===== src/pht_pkg.sv =====
// Shared types and constants for the heading turn controller.
package pht_pkg;

	localparam int ADDR_W = 5;

	localparam logic [2:0] REG_TARGET  = 3'd0;
	localparam logic [2:0] REG_GAIN_P  = 3'd1;
	localparam logic [2:0] REG_GAIN_I  = 3'd2;
	localparam logic [2:0] REG_GAIN_D  = 3'd3;
	localparam logic [2:0] REG_PWR_MAX = 3'd4;
	localparam logic [2:0] REG_PWR_MIN = 3'd5;
	localparam logic [2:0] REG_TICK_LIM = 3'd6;
	localparam logic [2:0] REG_SETTLE  = 3'd7;

	localparam logic [1:0] ST_RUN     = 2'd0;
	localparam logic [1:0] ST_SETTLED = 2'd1;
	localparam logic [1:0] ST_TIMEOUT = 2'd2;
	localparam logic [1:0] ST_IDLE    = 2'd3;

	localparam logic signed [21:0] RST_TARGET   = 22'sd0;
	localparam logic signed [23:0] RST_GAIN_P   = 24'sd117965;
	localparam logic signed [23:0] RST_GAIN_I   = -24'sd92;
	localparam logic signed [23:0] RST_GAIN_D   = 24'sd6554;
	localparam logic [6:0]         RST_PWR_MAX  = 7'd70;
	localparam logic [6:0]         RST_PWR_MIN  = 7'd1;
	localparam logic [15:0]        RST_TICK_LIM = 16'd300;
	localparam logic [19:0]        RST_SETTLE   = 20'd256;

	localparam logic [2:0]         HOLD_SAT  = 3'd7;
	localparam logic [15:0]        TICK_SAT  = 16'hFFFF;
	localparam logic signed [39:0] INTEG_MAX = {1'b0, {39{1'b1}}};
	localparam logic signed [39:0] INTEG_MIN = {1'b1, {39{1'b0}}};

	typedef struct packed {
		logic signed [21:0] target_angle;
		logic signed [23:0] gain_p;
		logic signed [23:0] gain_i;
		logic signed [23:0] gain_d;
		logic [6:0]         power_max;
		logic [6:0]         power_min;
		logic [15:0]        tick_limit;
		logic [19:0]        settle_band;
	} cfg_t;

	typedef struct packed {
		logic signed [22:0] err;
		logic signed [39:0] integ;
		logic signed [23:0] deriv;
		logic [1:0]         status;
		logic               zero;
	} trk_t;

	typedef struct packed {
		logic signed [63:0] sum;
		logic [1:0]         status;
		logic               zero;
	} mac_t;

endpackage


===== src/pht_drive.sv =====
// Drive clamp and truncation into the result register.
module pht_drive (
	input  logic          clk,
	input  logic          load,
	input  pht_pkg::mac_t rec_s4,
	input  logic [6:0]    power_max,
	input  logic [6:0]    power_min,
	output logic [7:0]    left_q,
	output logic [7:0]    right_q,
	output logic [1:0]    status_q
);

	logic        neg;
	logic [63:0] sum_neg;
	logic [63:0] mag_raw;
	logic [63:0] min_q24;
	logic [63:0] max_q24;
	logic [63:0] mag_lo;
	logic [63:0] mag_cl;
	logic [7:0]  mag;
	logic [7:0]  power;

	assign neg     = rec_s4.sum[63];
	assign sum_neg = -rec_s4.sum;
	assign mag_raw = neg ? sum_neg : rec_s4.sum;
	assign min_q24 = {33'd0, power_min, 24'd0};
	assign max_q24 = {33'd0, power_max, 24'd0};

	// Raise a nonzero magnitude to the floor, then clip; the clip wins.
	assign mag_lo = (mag_raw != '0 && mag_raw < min_q24) ? min_q24 : mag_raw;
	assign mag_cl = (mag_lo > max_q24) ? max_q24 : mag_lo;
	assign mag    = {1'b0, mag_cl[30:24]};

	always_comb begin
		if (rec_s4.zero)
			power = 8'd0;
		else if (neg)
			power = -mag;
		else
			power = mag;
	end

	always_ff @(posedge clk) begin
		if (load) begin
			left_q   <= power;
			right_q  <= -power;
			status_q <= rec_s4.status;
		end
	end

endmodule


===== config.mk =====
export PLATFORM = sky130hd
export DESIGN_NAME = pht_drive
export DESIGN_NICKNAME = d
export VERILOG_FILES = /design/src/pht_pkg.sv /design/src/pht_drive.sv
export SDC_FILE = /design/constraint.sdc
export NUM_CORES = 1
export LEC_CHECK = 0
export ABC_AREA = 1
export BUFFER_PORTS_ARGS = -buffer_cell sky130_fd_sc_hd__clkbuf_2
export CORE_MARGIN = 1
export CORE_UTILIZATION = 30
export CTS_CLUSTER_DIAMETER = 80
export DETAILED_ROUTE_END_ITERATION = 10
export GPL_ROUTABILITY_DRIVEN = 0
export PLACE_DENSITY_LB_ADDON = 0.3
export SYNTH_ARGS = -nofsm -noshare
export SYNTH_HDL_FRONTEND = slang
export SYNTH_SLANG_ARGS = --single-unit

===== constraint.sdc =====
create_clock -name clk -period 13.9 [get_ports clk]
set_input_delay 2.78 -clock clk [delete_from_list [all_inputs] [get_ports clk]]
set_output_delay 2.78 -clock clk [all_outputs]
set_load 0.03 [all_outputs]

# Word-level counts from Yosys, hierarchy flattened
# Cells that the tools add are included.
[word_totals] ff_bits=18 in_bits=83 out_inout_bits=18 wordCells=15
[op_classes] addsub=3 order_cmp=2 mux=5 reduce_logical=2
[op_table] cell="$mux W64" n=2
[op_table] cell="$gt A64 B31 Y1" n=1
[op_table] cell="$lt A64 B31 Y1" n=1
[op_table] cell="$neg A64 Y64" n=1
[op_table] cell="$reduce_bool A64 Y1" n=1
[op_table] cell="$mux W31" n=1
[op_table] cell="$mux W8" n=2
[op_table] cell="$neg A7 Y8" n=1
[op_table] cell="$neg A8 Y8" n=1
[op_table] cell="$logic_and A1 B1 Y1" n=1

# Longest topological paths before layout
[depth] depth_word=11 depth_mapped=45 ltp_nobuf=44

# Worst setup path after synthesis
# Ideal clock, no wire load.
[synth_path] path_kind="input to register" from="in rec_s4[3] in the netlist's numbering" to="reg right_q[6], data pin" setup_time_ns=0.253 arrival_ns=6.987 t_required_ns=13.647 slack_ns=6.661 stages=40 path_buffers=1 cell_sequence="inv_1 ha_1 nand2_4 nor2_8 nand4_1 nand3b_1 nand2_1 ha_1 a21o_1 a211oi_1 nand2_1 nor2_1 nand2_4 buf_6 o21ai_2 inv_1 ha_1 inv_1 [4 not listed] nand2_1 a21o_1 nand2_4 nand2_4 nand2_1 nand2_1 ha_1 nand3_1 nand2_2 inv_2 ha_1 nand2_1 inv_1 nand2_1 nor2_2 nand2_1 nand2_1 nand2_1"
[synth_between] elab_chain_len=11 elab_cells_between_ends=12 cone_classes="add/sub: 3; order compare: 2; mux: 5; reduce/logical: 2"
[synth_rtl] item="from (decl)" line_no="pht_drive.sv:5" text="input pht_pkg::mac_t rec_s4,"
[synth_rtl] item="$neg A64 Y64" line_no="pht_drive.sv:24" text="assign sum_neg = -rec_s4.sum;"
[synth_rtl] item="$mux W64 (*)" line_no="pht_drive.sv:25" text="assign mag_raw = neg ? sum_neg : rec_s4.sum;"
[synth_rtl] item="$lt A64 B31 Y1 / $reduce_bool A64 Y1 (equally long branches)" line_no="pht_drive.sv:30" text="assign mag_lo = (mag_raw != '0 && mag_raw < min_q24) ? min_q24 : mag_raw;"
[synth_rtl] item="$logic_and A1 B1 Y1" line_no="pht_drive.sv:30"
[synth_rtl] item="$mux W64 (*)" line_no="pht_drive.sv:30"
[synth_rtl] item="$gt A64 B31 Y1" line_no="pht_drive.sv:31" text="assign mag_cl = (mag_lo > max_q24) ? max_q24 : mag_lo;"
[synth_rtl] item="$mux W31 (*)" line_no="pht_drive.sv:31"
[synth_rtl] item="$neg A7 Y8" line_no="pht_drive.sv:38" text="power = -mag;"
[synth_rtl] item="$mux W8 (*)" line_no="pht_drive.sv:37" text="else if (neg)"
[synth_rtl] item="$mux W8 (*)" line_no="pht_drive.sv:35" text="if (rec_s4.zero)"
[synth_rtl] item="via power[1]" line_no="pht_drive.sv:21" text="logic [7:0] power;"
[synth_rtl] item="$neg A8 Y8 (*)" line_no="pht_drive.sv:46" text="right_q <= -power;"
[synth_rtl] item="to (signal assigned)" line_no="pht_drive.sv:46"
[synth_rtl] item="to (decl)" line_no="pht_drive.sv:9" text="output logic [7:0] right_q,"
# The timed path passes the listed nets; every way through them passes the cells marked *.
# A chain may end at the register's enable or synchronous reset.

# Final worst setup path
[layout_path] from="in rec_s4[66] in the netlist's numbering" to="reg right_q[6], data pin"
[layout_between] elab_chain_len=11 elab_cells_between_ends=12 cone_classes="add/sub: 3; order compare: 2; mux: 5; reduce/logical: 2"
[layout_rtl] item="$neg A64 Y64" line_no="pht_drive.sv:24"
[layout_rtl] item="$mux W64" line_no="pht_drive.sv:25"
[layout_rtl] item="$lt A64 B31 Y1 / $reduce_bool A64 Y1 (equally long branches)" line_no="pht_drive.sv:30"
[layout_rtl] item="$logic_and A1 B1 Y1" line_no="pht_drive.sv:30"
[layout_rtl] item="$mux W64" line_no="pht_drive.sv:30"
[layout_rtl] item="$gt A64 B31 Y1" line_no="pht_drive.sv:31"
[layout_rtl] item="$mux W31" line_no="pht_drive.sv:31"
[layout_rtl] item="$neg A7 Y8" line_no="pht_drive.sv:38"
[layout_rtl] item="$mux W8 (*)" line_no="pht_drive.sv:37"
[layout_rtl] item="$mux W8 (*)" line_no="pht_drive.sv:35"
[layout_rtl] item="via power[1]" line_no="pht_drive.sv:21"
[layout_rtl] item="$neg A8 Y8 (*)" line_no="pht_drive.sv:46"
# Marked as above.

==> flow_metrics.tcl <==
set metrics [dict create \
    grt_pass1_vias 4719 \
    synth_area_per_cell_um2 5.23 \
    clk_path_buf_depth 2 \
    dr_wl_met3_um 830 \
    core_area_um2 13800 \
    fp.dieH_um 121 \
    tns_ns 0 \
    cts_tree "done" \
    io_pins 101 \
    cts_made_buffers 3 \
    p_leak_nw 2.74 \
    synth_edf_count 17 \
    period_needed_ns 7.64 \
    crit_required_ns 13.90 \
    wl_met2_um 5940 \
    dieArea_um2 14700 \
    critical_path_buf_inv_count 6 \
    synth_nets 913 \
    syn_area_um2 4250 \
    min_path_type "input port to flop" \
    n_antenna_cell 0 \
    synth_flop_cell "edfxtp_1" \
    startpoint_type "input port" \
    path_class "input port to flop" \
    drtIter0Drc 364 \
    wl_per_cell_um 12.5 \
    instances_no_fill 1084 \
    hold_path.startpoint "rec_s4[2]" \
    m1WireLength_um 6500 \
    vias_per_cell 4.70 \
    crit_top_cell "nand2_1" \
    drc 0 \
    slowest_delay_ns 0.72 \
    final_hold_viol_count 0 \
    critPathMaxFanout 99 \
    cts-root-buf "clkbuf_16" \
    worst_slack_ns 6.26 \
    detail-route-antenna-nets 0 \
    p_total_uw 239 \
    die_w_um 121 \
    grtUsageTotal 0.186 \
    overflow 0 \
    dr.max_layer_used "met4" \
    synthArstFlopShare 0 \
    synth_largest_area_cell "nand2_1" \
    slew_headroom 0.356 \
    crit_family "simple AND/OR/NAND/NOR gates" \
    vias 5093 \
    setup_viol 0 \
    slew_viol_final 0 \
    ys_warn_count 0 \
    synthTopCellsByArea "nand2_1 27%, edfxtp_1 12%, nor2_1 12%, nand3_1 10%, inv_1 9.4%" \
    grt_setup_unrepaired "no" \
    hold_buffers 0 \
    fin_hold_ws_ns 2.72 \
    post_cts_buffers 0 \
    ys_seq_elements 17 \
    maxCapViolations 0 \
    hpwl_um 11700 \
    clk_pin_slew_ns 0.04 \
    wl_um 13500 \
    grt_max_degree 100 \
    netlist.area_leader.share 0.267 \
    syn_inst 813 \
    endpoint_kind "flop" \
    synth_most_common_cell "nand2_1" \
    start_util 0.307 \
    synthTopCellsByCount "302 x nand2_1, 134 x nor2_1, 106 x inv_1" \
    cellPowerDensity_nw_per_um2 48.1 \
    placedCellCount 1080 \
    worst_pin_slew_ns 0.966 \
    yosysUniqueCellTypes 34 \
    fmax_mhz 131 \
    htree_levels 1 \
    antenna_found_initial 0 \
    place_ws_ns 6.00 \
    finalCritPeriodShare 0.549 \
    crit_start "rec_s4[66]" \
    io_buffers 100 \
    grt_pass1_wl_um 21900 \
    rows 43 \
    slowest_stage "buf_4" \
    numClockSinks 17 \
    drive_above_1_share 0.184 \
    ir_drop_v 0.0000303 \
    final_nets 1005 \
    syn_to_final_growth_pct 16.9 \
    firstDrtPassIters 5 \
    yosysSeqAreaShare 0.120 \
    worstPathArrival_ns 7.64 \
    status "finished, final reports clean" \
    ctsResizeCount 0 \
]
state kept, by name, indices dropped and copies added, names as in the netlist:
signal and cells:
left_q 8, right_q 7, status_q 2
power by group:
part	switching, mW	leakage (nW)	internal [mW]
Clock	0.0165	0.0382	0.0388
Combinational	0.0790	2.54	0.0404
Sequential	0.00132	0.166	0.0631
metrics by stage:
step	area [um2]	util
final	4970	0.359
after global routing	4970	0.359
after CTS	4970	0.359
after detailed placement	4890	0.354
after global placement	4890	0.354
after floorplan	4250	-
final timing paths:
check,endpoint,slack (ns),cells after the start
setup / recovery,right_q[6]$_DFFE_PP_,6.26,36
hold / removal,status_q[1]$_DFFE_PP_,2.72,1
layout by cell type (no fill, tap or decap), drive strengths merged:
cell	instances
clkbuf	103
a211oi	1
nand3b	13
a21oi	7
o21bai	1
nor2	155
a21o	3
nand4	11
nand2	323
o21a	1
buf	2
o21ai	24
a2111oi	1
inv	113
ha	17
xor2	4
nand3	92
nor3	7
o211ai	4
and2	1
edfxtp	17
xnor2	4
per-layer routing:
layer,track usage,vias up
met2,0.317,145
met3,0.0183,14
met1,0.253,2209
li1,-,2725
met5,0,-
met4,0.0409,0
layout make-up:
class / count / area (um2)
fillers: 1622 / 8860
multi-input cells: 669 / 3220
flip-flops and latches: 17 / 510
repair buffers: 101 / 508
inverters: 113 / 424
well taps: 180 / 225
clock buffers: 4 / 78.8
kinds of logic after synthesis:
group | share of synthesized area
AND/OR/NAND/NOR | 0.632
buffers and inverters | 0.122
AO/OA/AOI/OAI | 0.0597
adder cells (fa/ha/maj) | 0.0500
flip-flops | 0.120
XOR/XNOR | 0.0165
Note: power is estimated with default switching activity, not from simulation.
