File: src/pht_pkg.sv
// Shared types and constants for the heading turn controller.
package pht_pkg;

	localparam int ADDR_W = 5;

	localparam logic [2:0] REG_TARGET  = 3'd0;
	localparam logic [2:0] REG_GAIN_P  = 3'd1;
	localparam logic [2:0] REG_GAIN_I  = 3'd2;
	localparam logic [2:0] REG_GAIN_D  = 3'd3;
	localparam logic [2:0] REG_PWR_MAX = 3'd4;
	localparam logic [2:0] REG_PWR_MIN = 3'd5;
	localparam logic [2:0] REG_TICK_LIM = 3'd6;
	localparam logic [2:0] REG_SETTLE  = 3'd7;

	localparam logic [1:0] ST_RUN     = 2'd0;
	localparam logic [1:0] ST_SETTLED = 2'd1;
	localparam logic [1:0] ST_TIMEOUT = 2'd2;
	localparam logic [1:0] ST_IDLE    = 2'd3;

	localparam logic signed [21:0] RST_TARGET   = 22'sd0;
	localparam logic signed [23:0] RST_GAIN_P   = 24'sd117965;
	localparam logic signed [23:0] RST_GAIN_I   = -24'sd92;
	localparam logic signed [23:0] RST_GAIN_D   = 24'sd6554;
	localparam logic [6:0]         RST_PWR_MAX  = 7'd70;
	localparam logic [6:0]         RST_PWR_MIN  = 7'd1;
	localparam logic [15:0]        RST_TICK_LIM = 16'd300;
	localparam logic [19:0]        RST_SETTLE   = 20'd256;

	localparam logic [2:0]         HOLD_SAT  = 3'd7;
	localparam logic [15:0]        TICK_SAT  = 16'hFFFF;
	localparam logic signed [39:0] INTEG_MAX = {1'b0, {39{1'b1}}};
	localparam logic signed [39:0] INTEG_MIN = {1'b1, {39{1'b0}}};

	typedef struct packed {
		logic signed [21:0] target_angle;
		logic signed [23:0] gain_p;
		logic signed [23:0] gain_i;
		logic signed [23:0] gain_d;
		logic [6:0]         power_max;
		logic [6:0]         power_min;
		logic [15:0]        tick_limit;
		logic [19:0]        settle_band;
	} cfg_t;

	typedef struct packed {
		logic signed [22:0] err;
		logic signed [39:0] integ;
		logic signed [23:0] deriv;
		logic [1:0]         status;
		logic               zero;
	} trk_t;

	typedef struct packed {
		logic signed [63:0] sum;
		logic [1:0]         status;
		logic               zero;
	} mac_t;

endpackage

File: src/pht_cfg.sv
// Configuration register file behind the APB-style port.
module pht_cfg (
	input  logic                       clk,
	input  logic                       arst_n,
	input  logic                       psel,
	input  logic                       penable,
	input  logic                       pwrite,
	input  logic [pht_pkg::ADDR_W-1:0] paddr,
	input  logic [31:0]                pwdata,
	output logic [31:0]                prdata,
	output logic                       pready,
	output pht_pkg::cfg_t              cfg
);

	logic [2:0] idx;
	logic       wr;
	pht_pkg::cfg_t cfg_q;

	assign idx    = paddr[pht_pkg::ADDR_W-1:2];
	assign wr     = psel && penable && pwrite;
	assign pready = 1'b1;
	assign cfg    = cfg_q;

	always_ff @(posedge clk or negedge arst_n) begin
		if (!arst_n) begin
			cfg_q.target_angle <= pht_pkg::RST_TARGET;
			cfg_q.gain_p       <= pht_pkg::RST_GAIN_P;
			cfg_q.gain_i       <= pht_pkg::RST_GAIN_I;
			cfg_q.gain_d       <= pht_pkg::RST_GAIN_D;
			cfg_q.power_max    <= pht_pkg::RST_PWR_MAX;
			cfg_q.power_min    <= pht_pkg::RST_PWR_MIN;
			cfg_q.tick_limit   <= pht_pkg::RST_TICK_LIM;
			cfg_q.settle_band  <= pht_pkg::RST_SETTLE;
		end else if (wr) begin
			unique case (idx)
				pht_pkg::REG_TARGET:   cfg_q.target_angle <= pwdata[21:0];
				pht_pkg::REG_GAIN_P:   cfg_q.gain_p       <= pwdata[23:0];
				pht_pkg::REG_GAIN_I:   cfg_q.gain_i       <= pwdata[23:0];
				pht_pkg::REG_GAIN_D:   cfg_q.gain_d       <= pwdata[23:0];
				pht_pkg::REG_PWR_MAX:  cfg_q.power_max    <= pwdata[6:0];
				pht_pkg::REG_PWR_MIN:  cfg_q.power_min    <= pwdata[6:0];
				pht_pkg::REG_TICK_LIM: cfg_q.tick_limit   <= pwdata[15:0];
				pht_pkg::REG_SETTLE:   cfg_q.settle_band  <= pwdata[19:0];
				default: ;
			endcase
		end
	end

	// Signed registers read back sign extended.
	always_comb begin
		unique case (idx)
			pht_pkg::REG_TARGET:   prdata = {{10{cfg_q.target_angle[21]}}, cfg_q.target_angle};
			pht_pkg::REG_GAIN_P:   prdata = {{8{cfg_q.gain_p[23]}}, cfg_q.gain_p};
			pht_pkg::REG_GAIN_I:   prdata = {{8{cfg_q.gain_i[23]}}, cfg_q.gain_i};
			pht_pkg::REG_GAIN_D:   prdata = {{8{cfg_q.gain_d[23]}}, cfg_q.gain_d};
			pht_pkg::REG_PWR_MAX:  prdata = {25'd0, cfg_q.power_max};
			pht_pkg::REG_PWR_MIN:  prdata = {25'd0, cfg_q.power_min};
			pht_pkg::REG_TICK_LIM: prdata = {16'd0, cfg_q.tick_limit};
			pht_pkg::REG_SETTLE:   prdata = {12'd0, cfg_q.settle_band};
			default:               prdata = 32'd0;
		endcase
	end

endmodule

File: config.mk
export PLATFORM = sky130hd
export DESIGN_NAME = pht_cfg
export DESIGN_NICKNAME = d
export VERILOG_FILES = /design/src/pht_pkg.sv /design/src/pht_cfg.sv
export SDC_FILE = /design/constraint.sdc
export NUM_CORES = 1
export LEC_CHECK = 0
export BUFFER_PORTS_ARGS = -buffer_cell sky130_fd_sc_hd__buf_2
export CORE_AREA = 2 2 115 117
export DETAILED_ROUTE_END_ITERATION = 8
export DIE_AREA = 0 0 117 119
export HOLD_SLACK_MARGIN = 0.12
export PLACE_DENSITY_LB_ADDON = 0.2
export SYNTH_ARGS = -nofsm -noshare
export SYNTH_HDL_FRONTEND = slang
export SYNTH_SLANG_ARGS = --single-unit
File: constraint.sdc
create_clock -name clk -period 3.1 [get_ports clk]
set_input_delay 0.31 -clock clk [delete_from_list [all_inputs] [get_ports clk]]
set_output_delay 0.31 -clock clk [all_outputs]
set_load 0.005 [all_outputs]
# Yosys cells after proc, flatten, opt, wreduce, memory -nomap -nowiden
# Index checks and enable logic that the tools add are counted.
[classes] n_eq_ne=7 n_addsub=0 shifts=0 bitwise_logic=0 mul=0 n_reduce_logical=11 div=0 order_cmp=0 n_mux=1
[ops] operator="$pmux 32 s8" n=1
[ops] operator="$reduce_and 2->1" n=8
[ops] operator="$eq 3x3->1 const B" n=4
[ops] operator="$eq 3x2->1 const B" n=2
[ops] operator="$eq 3x1->1 const B" n=1
[ops] operator="$logic_not 3->1" n=1
[ops] operator="$logic_and 1x1->1" n=2
[word_totals] word_cells=27 mem_count=0 input_bits=42 rom_bits=0 reg_bits=144 out_inout_bits=177 ram_bits=0 latch_bits=0

# Depth between registers and ports, before layout
[depth] ltp_word=3 depth_mapped=7 ltp_nobuf=4

# Least setup slack after synthesis
# OpenSTA, ideal clock, no wires.
[synth_path] path_type="in2out" start="in paddr[2] in the netlist's numbering" end="out prdata[24]" required_time_ns=2.790 path_buffers=3 cell_stages=5 path_slack_ns=1.252 t_arrival_ns=1.538 path_cell_list="buf_2 buf_2 mux4_2 nor2b_1 buf_4"
[synth_between] elab_chain_cells=2 word_cells_on_any_way=9 cone_classes="7 x eq/ne; 1 x mux; 1 x reduce/logical"
[synth_rtl] element="from (decl)" line_no="pht_cfg.sv:8" rtl="input logic [pht_pkg::ADDR_W-1:0] paddr,"
[synth_rtl] element="$eq 3x3->1 (tied with other cells)" line_no="pht_cfg.sv:51" rtl="unique case (idx)"
[synth_rtl] element="$pmux 32 s8 (*)" line_no="pht_cfg.sv:51"
[synth_rtl] element="to (decl)" line_no="pht_cfg.sv:10" rtl="output logic [31:0] prdata,"
# Every way passes the cells marked *; elsewhere a longest branch is shown, timed or not.

# Final worst setup path
[layout_path] start="in paddr[3] in the netlist's numbering" end="out prdata[3]"
# Same word-level chain as after synthesis.

==> flow_summary.yaml <==
cts:
  cts.clk_slew.worst_paths_ps: 60
  max-clock-path-buffers: 2
  clock_tree.root_cell: "clkbuf_16"
  ctsHtreeMaxLevel: 4
  cts_tree: "yes"
  clk-insertion-delay-late_ps: 420
  buffers_inserted_by_post_cts_timing_repair: 0
  tritoncts_num_sinks: 144
  tritoncts.num_buffers: 17
routing:
  route.vias.total: 4855
  dr.pass1.iters: 5
  wl_per_cell_um: 20.5
  routed-wl-met2_mm: 9.22
  routedLengthMet1_mm: 7.54
  detail_route.iter0.violations: 281
  avgViaCountPerCell: 5.51
  top_layer_used: "met4"
  detailed_routed_wire_length_on_met3_mm: 1.08
  route.detailed.drc: 0
  route.antenna.remaining_nets: 0
  drt-total-wl_mm: 18.1
yosys:
  syn-instance-count: 493
  ys_seq_elements: 144
  mappedNetlistNets: 535
  postSynthAreaPerCell_um2: 13.9
  synth_enable_flop_cells: 0
  synth_async_sr_flop_share_pct: 100
  post_synth_instance_area_um2: 6840
  synth_sequential_area_ratio_pct: 53.5
  synth.distinct_cells: 34
  ys.flop_type: "dfrtp_1"
  ys.warnings.count: 0
setup_path:
  path_max_fanout: 16
  arrival_time_worst_endpoint_ps: 2180
  setup.worst_path.start_class: "primary input"
  critical_path_class: "in2out"
  setup.worst_path.start: "paddr[3]"
  crit_top_cell: "buf_2"
  cpMaxStageDelayCell: "nand2b_1"
  cp_top_family: "buffers and inverters"
  critical-path-max-stage-delay_ps: 450
  r2r-start: "cfg[82]$_DFFE_PN1P_"
  r2r.worst_path.cells: 2
  timing.critical_path.required_ps: 2790
  timing.rr.end: "cfg[82]$_DFFE_PN1P_"
  crit_buf_inv: 3
  worst-path-stages: 7
  rrSetupSlack_ps: 2240
  cp_cell_sequence: "buf_2 > buf_4 > nand2b_1 > nor2_1 > a211oi_1 > o22a_1 > buf_2"
  crit_path_end: "prdata[3]"
  critPathCaptureType: "primary output"
grt:
  total_routing_usage_reported_by_global_routing_pct: 26.6
  grt_pass1_wl_mm: 27.6
  global_route.overflow_total: 0
  grt_max_degree: 92
  grt_antenna_before_repair: 0
  grt_pass1_vias: 4896
place:
  finalWeightedCongestion: 0.761
  port-buffer-count: 207
  post-place-cells: 848
  dp.final_hpwl_mm: 12.0
flow_run:
  maxCapViolations: 0
sta:
  finalHoldViolations: 0
  finalWorstPathRequiredPeriod_ps: 2490
  fmax_mhz: 401
  max-slew-margin-rel_pct: 36.5
  report.final.slew_viol_count: 0
  slew_at_the_pin_closest_to_its_max_slew_limit_ps: 953
  final.hold.worst_slack_ps: 151
  setup_tns_ps: 0
  finClkSkew_ps: 0
  setup_viol_count_final: 0
  period_share_pct: 80.4
  setup_repair_after_global_routing_missed_its_margin: "no"
layout:
  design.final.nets: 734
  post_layout_nonfiller_instances: 881
  final_layout_size_suffix_gt1_share_pct: 63.5
  num_antenna_cells: 0
  syn_to_final_growth_pct: 25.3
  final_core_utilization_pct: 66.6
  largest_register_ff_count: 144
  filler_cell_count_in_the_final_layout: 979
floorplan:
  dieArea_um2: 13900
  die-height_um: 119
  core_um2: 12900
  count_of_pins_on_the_block_boundary: 219
  num_rows: 42
  floorplan.die.width_um: 117
  initial_core_utilization_pct: 53.1
min_path:
  worstHoldPathType: "in2reg"
power_and_ir_drop:
  power.ir.vdd_worst_v: 0.000402
  p_per_area_nw_per_um2: 691
  total_power_uw: 5920
  power_leakage_uw: 0.00430
status:
  status: "finished clean"
-- Yosys cell counts, drive strengths merged (2+ instances only) --
cell,n,share of area [%]
nand2b,8,0.73
o22a,12,1.5
a21o,5,0.55
nand2,15,0.82
dfrtp,99,36
o2bb2ai,2,0.26
a211oi,10,1.1
or2,2,0.18
clkbuf,6,0.33
buf,35,3.5
nor2b,4,0.37
inv,7,0.38
a21oi,11,0.80
mux2i,37,5.4
nor2,20,1.4
nand4,3,0.37
dfstp,45,17
o22ai,12,1.1
o21ai,9,0.66
mux2,139,24
mux4,7,2.3
-- metal layers --
| metal | up-vias | global-route usage (%) |
|---|---|---|
| li1 | 2184 | - |
| met1 | 2484 | 34.5 |
| met2 | 167 | 43.7 |
| met3 | 20 | 6.67 |
| met4 | 0 | 8.38 |
| met5 | - | 0 |
-- per-stage QoR --
stage | instance area (um^2) | setup slack (ps)
finish | 8570 | 609
global route | 8570 | 488
CTS | 8570 | 630
detailed placement | 7970 | 673
global placement | 7970 | 665
floorplan | 6840 | 1250
-- worst min-delay path by stage --
stage,startpoint,to,cells past startpoint
2_1_floorplan,arst_n,cfg[0]$_DFFE_PN0P_,0
3_3_place_gp,arst_n,cfg[12]$_DFFE_PN0P_,1
3_5_place_dp,arst_n,cfg[12]$_DFFE_PN0P_,1
4_1_cts,pwdata[22],cfg[72]$_DFFE_PN0P_,2
5_1_grt,pwdata[22],cfg[72]$_DFFE_PN0P_,2
6_report,pwdata[22],cfg[72]$_DFFE_PN0P_,2
-- repair_timing --
item                      CTS  global route
hold buffers                1             0
resized for setup           0             0
hold endpoints to repair   60             0
-- final cells by class --
cell class | count | area (um^2) | share of cell area, %
multi-input cells | 301 | 2900 | 33.9
repair buffers | 221 | 1170 | 13.7
clock buffers | 27 | 513 | 5.98
flip-flops and latches | 144 | 3660 | 42.7
inverters | 7 | 26.3 | 0.307
well taps | 176 | 220 | 2.57
clock inverters | 5 | 75.1 | 0.876
-- kinds of logic after synthesis --
kind of cell	Yosys count	share of synthesized area [%]
buffers and inverters	48	4.19
AO/OA/AOI/OAI	62	6.11
other	1	0.0548
multiplexers	183	31.7
flip-flops	144	53.5
AND/OR/NAND/NOR	55	4.43
-- cell usage in the layout, fill, tap and decap left out, types with 2 or more instances in the layout --
| cell | netlist | layout |
|---|---|---|
| nand2_1 | 15 | 15 |
| nand2b_1 | 8 | 8 |
| bufinv_16 | 0 | 2 |
| nand4_1 | 2 | 2 |
| or2_2 | 1 | 2 |
| mux2_2 | 118 | 118 |
| mux2i_1 | 37 | 37 |
| clkbuf_1 | 6 | 5 |
| a21oi_1 | 11 | 11 |
| clkbuf_16 | 0 | 17 |
| a211oi_1 | 10 | 10 |
| nor2_4 | 2 | 3 |
| nor2b_1 | 4 | 4 |
| o21ai_0 | 9 | 9 |
| clkbuf_8 | 0 | 5 |
| o2bb2ai_1 | 2 | 2 |
| mux4_2 | 7 | 7 |
| buf_2 | 13 | 206 |
| o22a_1 | 12 | 12 |
| buf_12 | 0 | 2 |
| o22ai_1 | 12 | 12 |
| mux2_4 | 20 | 20 |
| nor2_2 | 3 | 4 |
| nor2_1 | 15 | 13 |
| dfstp_2 | 45 | 45 |
| buf_4 | 20 | 11 |
| clkinv_2 | 0 | 3 |
| inv_1 | 7 | 7 |
| dfrtp_1 | 99 | 99 |
| a21o_1 | 5 | 5 |
-- power breakdown --
group	internal [uW]	switching [uW]	leakage (uW)	total, uW
Clock	1290	730	0.000291	2020
Combinational	733	541	0.00227	1270
Sequential	2340	291	0.00174	2630
(Power assumes the default switching activity.)
