**src/pht_pkg.sv**
```systemverilog
// Shared types and constants for the heading turn controller.
package pht_pkg;

	localparam int ADDR_W = 5;

	localparam logic [2:0] REG_TARGET  = 3'd0;
	localparam logic [2:0] REG_GAIN_P  = 3'd1;
	localparam logic [2:0] REG_GAIN_I  = 3'd2;
	localparam logic [2:0] REG_GAIN_D  = 3'd3;
	localparam logic [2:0] REG_PWR_MAX = 3'd4;
	localparam logic [2:0] REG_PWR_MIN = 3'd5;
	localparam logic [2:0] REG_TICK_LIM = 3'd6;
	localparam logic [2:0] REG_SETTLE  = 3'd7;

	localparam logic [1:0] ST_RUN     = 2'd0;
	localparam logic [1:0] ST_SETTLED = 2'd1;
	localparam logic [1:0] ST_TIMEOUT = 2'd2;
	localparam logic [1:0] ST_IDLE    = 2'd3;

	localparam logic signed [21:0] RST_TARGET   = 22'sd0;
	localparam logic signed [23:0] RST_GAIN_P   = 24'sd117965;
	localparam logic signed [23:0] RST_GAIN_I   = -24'sd92;
	localparam logic signed [23:0] RST_GAIN_D   = 24'sd6554;
	localparam logic [6:0]         RST_PWR_MAX  = 7'd70;
	localparam logic [6:0]         RST_PWR_MIN  = 7'd1;
	localparam logic [15:0]        RST_TICK_LIM = 16'd300;
	localparam logic [19:0]        RST_SETTLE   = 20'd256;

	localparam logic [2:0]         HOLD_SAT  = 3'd7;
	localparam logic [15:0]        TICK_SAT  = 16'hFFFF;
	localparam logic signed [39:0] INTEG_MAX = {1'b0, {39{1'b1}}};
	localparam logic signed [39:0] INTEG_MIN = {1'b1, {39{1'b0}}};

	typedef struct packed {
		logic signed [21:0] target_angle;
		logic signed [23:0] gain_p;
		logic signed [23:0] gain_i;
		logic signed [23:0] gain_d;
		logic [6:0]         power_max;
		logic [6:0]         power_min;
		logic [15:0]        tick_limit;
		logic [19:0]        settle_band;
	} cfg_t;

	typedef struct packed {
		logic signed [22:0] err;
		logic signed [39:0] integ;
		logic signed [23:0] deriv;
		logic [1:0]         status;
		logic               zero;
	} trk_t;

	typedef struct packed {
		logic signed [63:0] sum;
		logic [1:0]         status;
		logic               zero;
	} mac_t;

endpackage

```
**src/pht_track.sv**
```systemverilog
// Error, integral, derivative and turn state update, one tick per cycle while adv is high.
module pht_track #(
	parameter int unsigned HOLD_TICKS = 2
) (
	input  logic               clk,
	input  logic               arst_n,
	input  logic               adv,
	input  logic               start_s1,
	input  logic signed [21:0] meas_s1,
	input  pht_pkg::cfg_t      cfg,
	output pht_pkg::trk_t      rec_s2
);

	localparam logic [2:0] HOLD_LIM = 3'(HOLD_TICKS);

	logic signed [39:0] integ_q;
	logic signed [22:0] prev_q;
	logic [2:0]         hold_q;
	logic [15:0]        tick_q;
	logic               running_q;

	logic               run_c;
	logic signed [39:0] integ_c;
	logic signed [22:0] prev_c;
	logic [2:0]         hold_c;
	logic [15:0]        tick_c;
	logic               early_to;
	logic signed [22:0] err_c;
	logic [40:0]        isum;
	logic signed [39:0] integ_n;
	logic signed [23:0] deriv_c;
	logic [22:0]        err_neg;
	logic [21:0]        abs_err;
	logic [2:0]         hold_z;
	logic [2:0]         hold_n;
	logic [15:0]        tick_n;
	logic               settled;
	logic               late_to;

	// A start clears the turn state before this tick is evaluated.
	assign run_c    = start_s1 || running_q;
	assign integ_c  = start_s1 ? '0 : integ_q;
	assign prev_c   = start_s1 ? '0 : prev_q;
	assign hold_c   = start_s1 ? '0 : hold_q;
	assign tick_c   = start_s1 ? '0 : tick_q;
	assign early_to = tick_c >= cfg.tick_limit;

	assign err_c = {cfg.target_angle[21], cfg.target_angle} - {meas_s1[21], meas_s1};

	// Saturate the integral when the top two bits of the sum disagree.
	assign isum = {integ_c[39], integ_c} + {{18{err_c[22]}}, err_c};
	always_comb begin
		if (err_c == '0)
			integ_n = '0;
		else if (isum[40] != isum[39])
			integ_n = isum[40] ? pht_pkg::INTEG_MIN : pht_pkg::INTEG_MAX;
		else
			integ_n = isum[39:0];
	end

	assign deriv_c = {err_c[22], err_c} - {prev_c[22], prev_c};

	assign err_neg = -err_c;
	assign abs_err = err_c[22] ? err_neg[21:0] : err_c[21:0];
	assign hold_z  = (abs_err > {2'b00, cfg.settle_band}) ? 3'd0 : hold_c;
	assign settled = hold_z > HOLD_LIM;
	assign hold_n  = (hold_z < pht_pkg::HOLD_SAT) ? hold_z + 3'd1 : hold_z;
	assign tick_n  = (tick_c != pht_pkg::TICK_SAT) ? tick_c + 16'd1 : tick_c;
	assign late_to = tick_n >= cfg.tick_limit;

	always_ff @(posedge clk or negedge arst_n) begin
		if (!arst_n) begin
			integ_q   <= '0;
			prev_q    <= '0;
			hold_q    <= '0;
			tick_q    <= '0;
			running_q <= 1'b0;
		end else if (adv) begin
			if (!run_c || early_to) begin
				integ_q   <= integ_c;
				prev_q    <= prev_c;
				hold_q    <= hold_c;
				tick_q    <= tick_c;
				running_q <= 1'b0;
			end else begin
				integ_q   <= integ_n;
				prev_q    <= err_c;
				hold_q    <= hold_n;
				tick_q    <= tick_n;
				running_q <= !(settled || late_to);
			end
		end
	end

	always_ff @(posedge clk) begin
		if (adv) begin
			rec_s2.err   <= err_c;
			rec_s2.integ <= integ_n;
			rec_s2.deriv <= deriv_c;
			if (!run_c) begin
				rec_s2.status <= pht_pkg::ST_IDLE;
				rec_s2.zero   <= 1'b1;
			end else if (early_to) begin
				rec_s2.status <= pht_pkg::ST_TIMEOUT;
				rec_s2.zero   <= 1'b1;
			end else begin
				rec_s2.zero <= 1'b0;
				if (settled)
					rec_s2.status <= pht_pkg::ST_SETTLED;
				else if (late_to)
					rec_s2.status <= pht_pkg::ST_TIMEOUT;
				else
					rec_s2.status <= pht_pkg::ST_RUN;
			end
		end
	end

endmodule

```
**config.mk**
```make
export PLATFORM = sky130hd
export DESIGN_NAME = pht_track
export DESIGN_NICKNAME = d
export VERILOG_FILES = /design/src/pht_pkg.sv /design/src/pht_track.sv
export SDC_FILE = /design/constraint.sdc
export NUM_CORES = 1
export LEC_CHECK = 0
export ABC_CLOCK_PERIOD_IN_PS = 4930
export BUFFER_PORTS_ARGS = -buffer_cell sky130_fd_sc_hd__buf_4
export CAP_MARGIN = 10
export CORE_MARGIN = 10
export CORE_UTILIZATION = 35
export DETAILED_ROUTE_END_ITERATION = 12
export PLACE_DENSITY = 0.64
export SLEW_MARGIN = 20
export SYNTH_ARGS = -nofsm -noshare
export SYNTH_HDL_FRONTEND = slang
export SYNTH_SLANG_ARGS = --single-unit
```
**constraint.sdc**
```tcl
create_clock -name clk -period 4.93 [get_ports clk]
set_input_delay 0.2465 -clock clk [delete_from_list [all_inputs] [get_ports clk]]
set_output_delay 0.2465 -clock clk [all_outputs]
set_load 0.02 [all_outputs]
```
# After elaboration in Yosys (flattened, before gate mapping)
# Cells that the tools add are included.
# word_totals
regBits	173
wordCells	51
in_bits	170
output_inout_bits	90
# op_classes
n_lt_le_gt_ge	5
n_mux	19
eq_ne	2
addsub	6
bitwise_logic	1
reduce_logical	7
# op_table
op	n
40-bit 2-to-1 mux	5
16-bit 2-to-1 mux	3
23-bit 2-to-1 mux	2
40-bit by 23-bit adder with 41-bit output	1
16-bit >= comparator	2
23-bit by 23-bit subtractor with 24-bit output	1
23-bit logical NOT	1
22-bit by 22-bit subtractor with 23-bit output	1
22-bit by 20-bit greater-than comparator with 1-bit output	1
22-bit 2-to-1 mux	1
22-bit negator	1
16-bit by 1-bit adder with 16-bit output, second input constant	1
16-bit inequality test, second input constant	1
3-bit 2-to-1 mux	4
2-bit 2-to-1 mux	3
3-bit by 1-bit adder with 3-bit output, second input constant	1
3-bit by 2-bit greater-than comparator with 1-bit output, second input constant	1
1-bit logical OR	3
3-bit less-than comparator, second input constant	1
1-bit logical NOT	2
2-bit OR reduction	1
1-bit 2-to-1 mux	1
1-bit inequality test	1
1-bit inverter	1

# Depth between registers and ports, before layout
# logic_depth
ltp_word	9
depth_mapped	31
mapped_depth_nobuf	29

# Least setup slack after synthesis
# Ideal clock, no wire load.
# synth_timing
kind	input to register
start	in meas_s1[12]
end	reg running_q
arrival_time_ps	5923
setup_slack_ps	-1113
path_buffers	3
stages	30
required_time_ps	4810
setup_time_ps	120
path_cell_list	inv_1 > ha_1 > clkbuf_1 > a211oi_1 > nand2_1 > a221oi_1 > a21oi_1 > a311o_1 > o22a_1 > clkbuf_1 > clkinv_1 > buf_1 > o21ai_0 > xnor2_1 > ha_1 > a21oi_1 > nand2_1 > a211o_1 > a21oi_1 > o21ai_0 > a221oi_1 > a31o_2 > o31a_2 > and3_2 > inv_1 > ha_1 > inv_1 > a21oi_1 > or3b_1 > a31o_1
# synth_between
word_cells_on_any_way	9
cone_classes	2 x add/sub; 2 x order compare; 3 x mux; 2 x reduce/logical
# synth_lines
item	line	rtl
start: declaration	pht_track.sv:9	input logic signed [21:0] meas_s1,
22-bit by 22-bit subtractor with 23-bit output	pht_track.sv:48	assign err_c = {cfg.target_angle[21], cfg.target_angle} - {meas_s1[21], meas_s1};
named net err_c[22]	pht_track.sv:28	logic signed [22:0] err_c;
22-bit 2-to-1 mux	pht_track.sv:64	assign abs_err = err_c[22] ? err_neg[21:0] : err_c[21:0];
22-bit by 20-bit greater-than comparator with 1-bit output	pht_track.sv:65	assign hold_z = (abs_err > {2'b00, cfg.settle_band}) ? 3'd0 : hold_c;
3-bit 2-to-1 mux	pht_track.sv:65	
3-bit by 2-bit greater-than comparator with 1-bit output	pht_track.sv:66	assign settled = hold_z > HOLD_LIM;
1-bit logical OR	pht_track.sv:90	running_q <= !(settled || late_to);
1-bit logical NOT	pht_track.sv:90	
1-bit 2-to-1 mux	pht_track.sv:79	if (!run_c || early_to) begin
end signal: assignment	pht_track.sv:90	
end: declaration	pht_track.sv:20	logic running_q;
# The timed path passes the listed nets, and every way through them passes these cells.
# A chain may end at the register's enable or synchronous reset.

# Worst setup path after layout
# layout_timing
start	in meas_s1[2]
end	reg rec_s2[39] (netlist name) (data pin)
# layout_between
elab_chain_len	5
word_cells_on_any_way	7
cone_classes	2 x add/sub; 1 x eq/ne; 3 x mux; 1 x reduce/logical
# layout_rtl
item	line	rtl
22-bit by 22-bit subtractor with 23-bit output *	pht_track.sv:48	
named net err_c[19]	pht_track.sv:28	
40-bit by 23-bit adder with 41-bit output	pht_track.sv:51	assign isum = {integ_c[39], integ_c} + {{18{err_c[22]}}, err_c};
40-bit 2-to-1 mux / 1-bit inequality test (equally long branches)	pht_track.sv:56, pht_track.sv:55	
40-bit 2-to-1 mux	pht_track.sv:55	else if (isum[40] != isum[39])
40-bit 2-to-1 mux *	pht_track.sv:53	if (err_c == '0)
named net integ_n[12]	pht_track.sv:30	logic signed [39:0] integ_n;
end: declaration	pht_track.sv:11	output pht_pkg::trk_t rec_s2
# The timed path passes the listed nets; every way through them passes the cells marked *.

==> results.toml <==
[clocking]
tritoncts = "built"
cts_max_level = 4
clk_latency_ps = 460
numCtsBuffers = 17
clock-sinks = 173
cts_root_buffer = "clkbuf_16"
clock_path_buffers = 2
clk_pin_slew_worst_paths_ps = 70

[worst_setup_path]
crit_path_start_kind = "input port"
critPathKind = "in2reg"
reg2reg_depth = 19
crit_arrival_ps = 5260
critPathMaxFanout = 8
crit_cells = 23
path_cells = "buf_4 -> inv_1 -> ha_1 -> buf_4 -> or2_1 -> o211a_1 -> nor2_1 -> o21ai_1 -> o211a_1 -> o311ai_4 -> inv_2 -> ha_1 -> nand4_1 -> or3_1 -> o211a_1 -> o211ai_1 -> a21oi_2 -> o21ai_1 -> buf_4 -> or3b_4 -> nand3_4 -> clkbuf_16 -> nor2_4"
cp_slowest_cell = "or3b_4"
end_kind = "flip-flop"
worst-path-buf-inv = 6
cp.required_ps = 5130
critical-path-top-delay-family = "compound AO/OA/AOI/OAI gates"
slowest_delay_ps = 410

[final_layout]
final_layout_size_suffix_gt1_frac = 0.316
num_antenna_cells = 0
utilization = 0.496
fin_nets = 2259
fillers = 3567
syn2layout_area_growth_pct = 39.4

[drt]
drc_errors = 0
drt-wirelength-per-cell_um = 17.8
vias = 12900
vias_per_cell = 5.21
drt_wl_total_um = 43800
ant_nets = 0
drtIter0Drc = 616
drt_pre_antenna_iters = 5

[timing]
holdWs_ps = 161
worst_slew_pin_slew_ps = 821
hold_viol = 0
max_slew_margin = 0.452
clock_skew_ps = 16.4
worst_slack_ps = -122
fmax_ghz = 0.198
maxSlewViolCount = 0
period_needed_ps = 5050
tns_ps = -4330
setup_viol = 66
fin_crit_sh = 1.02
rsz0062_at_grt = "true"

[min_path]
whs_path_depth = 2
min_path_type = "in2reg"

[job]
maxCapViolCount = 0

[global_routing]
grt_max_degree = 58
grt_pass1_vias = 12700
antenna_found_initial = 0
gr-usage-all-layers = 0.179
grt_pass1_wl_um = 68000
grt_overflow_total = 0

[yosys]
netlist.area_leader.share = 0.201
async_reset_ff_frac = 0.480
ys.flop_type = "edfxtp_1"
seq_area_frac_synth = 0.355
syn_inst = 1532
synth_edf_count = 90
synth_nets = 1846
yosysTopAreaCell = "edfxtp_1"
syn_area_sq_um = 13400
yosysWarnings = 0
synth_cell_types = 84
avgSynthCellArea_sq_um = 8.78
synth_common_cells = "145 x nand2_1, 141 x ha_1, 141 x nor2_1"
synth.most_common_cell = "nand2_1"
synth.area.top_cells = "edfxtp_1 20%, dfrtp_1 15%, ha_1 13%, o21ai_0 4.5%, nand2_1 4.0%"
ys_ff_latch = 173

[placed_design]
dp_hpwl_um = 33300
io_buffers = 173
post-place-ws_ps = -765
gp_congestion = 0.911

[floorplan]
die_y_um = 216
start_util = 0.356
die_x_um = 216
die_area_sq_um = 46700
rows = 71
core_area_sq_um = 37800
boundaryPins = 260

[power]
power_density_nw_per_um2 = 461
leakagePower_uw = 0.00881
ir_drop_mv = 0.267

[run_status]
status = "finished with violations"
violations = "negative setup slack"
timing repair:
item	CTS	global route
hold buffers	1	0
cloned	0	10
setup buffers	6	16
endpoints found under the setup margin	79	83
pin swaps	19	70
hold endpoints to repair	26	0
gates resized for setup	15	191
power by group:
group | internal (uW) | total (uW) | switching (uW)
logic | 2290 | 4990 | 2690
clock network | 656 | 1300 | 643
registers | 2140 | 2360 | 220
state kept, by name, indices dropped and copies added (netlist names):
register,count
prev_q,23
hold_q,3
running_q,1
rec_s2,90
tick_q,16
integ_q,40
path summary, 6_finish.rpt:
check / slack [ps] / endpoint / from
worst max-delay path: -120 / rec_s2[39]$_DFFE_PP_ / meas_s1[2]
worst min-delay path: 160 / tick_q[8]$_DFFE_PN0P_ / start_s1
worst max register to register: 580 / rec_s2[2]$_SDFFCE_PN1P_ / tick_q[1]$_DFFE_PN0P_
worst min register to register: 470 / prev_q[0]$_DFFE_PN0P_ / prev_q[0]$_DFFE_PN0P_
max in group asynchronous: 3530 / integ_q[24]$_DFFE_PN0P_ / arst_n
min in group asynchronous: 260 / prev_q[4]$_DFFE_PN0P_ / arst_n
per-layer routing:
metal | routed length [um] | global-route usage | share of wire | vias up
met5 | 0 | 0 | 0 | -
met2 | 21400 | 0.303 | 0.49 | 269
met1 | 19700 | 0.226 | 0.45 | 6202
li1 | - | - | - | 6328
met3 | 1700 | 0.0280 | 0.039 | 57
met4 | 1120 | 0.0683 | 0.026 | 0
cells in the final DEF (no fill, tap or decap), types with 11 or more instances in the layout:
cell type	count
a21oi_1	83
or3_1	12
nor2b_1	64
nand2b_1	18
and3_1	12
nand2_1	145
xnor2_1	59
o21ai_1	32
a21oi_2	11
o21ai_0	69
edfxtp_1	90
nand4_1	27
buf_4	433
clkbuf_16	21
a22o_1	28
inv_1	106
a21o_1	46
dfrtp_1	83
nor2_4	33
ha_1	133
o31ai_1	13
o21ai_2	22
o211ai_1	13
nor2_1	98
nand3_1	27
o21a_1	21
nor3_1	19
xor2_1	31
logic make-up (layout without fill, tap and decap cells):
family          count (synthesis)  in the layout  share of synthesized area
compound gates                427            427                      0.207
fa+ha+maj                     144            144                      0.136
xor+xnor                       93             93                     0.0611
mux                             5              5                    0.00391
simple gates                  516            516                      0.187
buf+inv                       174            600                     0.0499
flops                         173            173                      0.355
per-stage QoR:
step,total power (uW),instances,instance area [sq um]
2_1_floorplan,4870,1532,13700
3_3_place_gp,6630,2404,17200
3_5_place_dp,6690,2404,17200
4_1_cts,8070,2443,17900
5_1_grt,9240,2469,18700
6_report,8650,2469,18700
final cells by class:
cell class | count | area (sq um) | area share
Clock buffer | 18 | 429 | 0.0229
Clock inverter | 14 | 109 | 0.00581
Inverter | 112 | 459 | 0.0245
Multi-Input combinational cell | 1185 | 8700 | 0.464
Sequential cell | 173 | 4780 | 0.255
Tap cell | 511 | 639 | 0.0341
Timing Repair Buffer | 455 | 3620 | 0.193
Timing Repair inverter | 1 | 11.3 | 0.000601
Note: power is estimated with default switching activity, not from simulation.
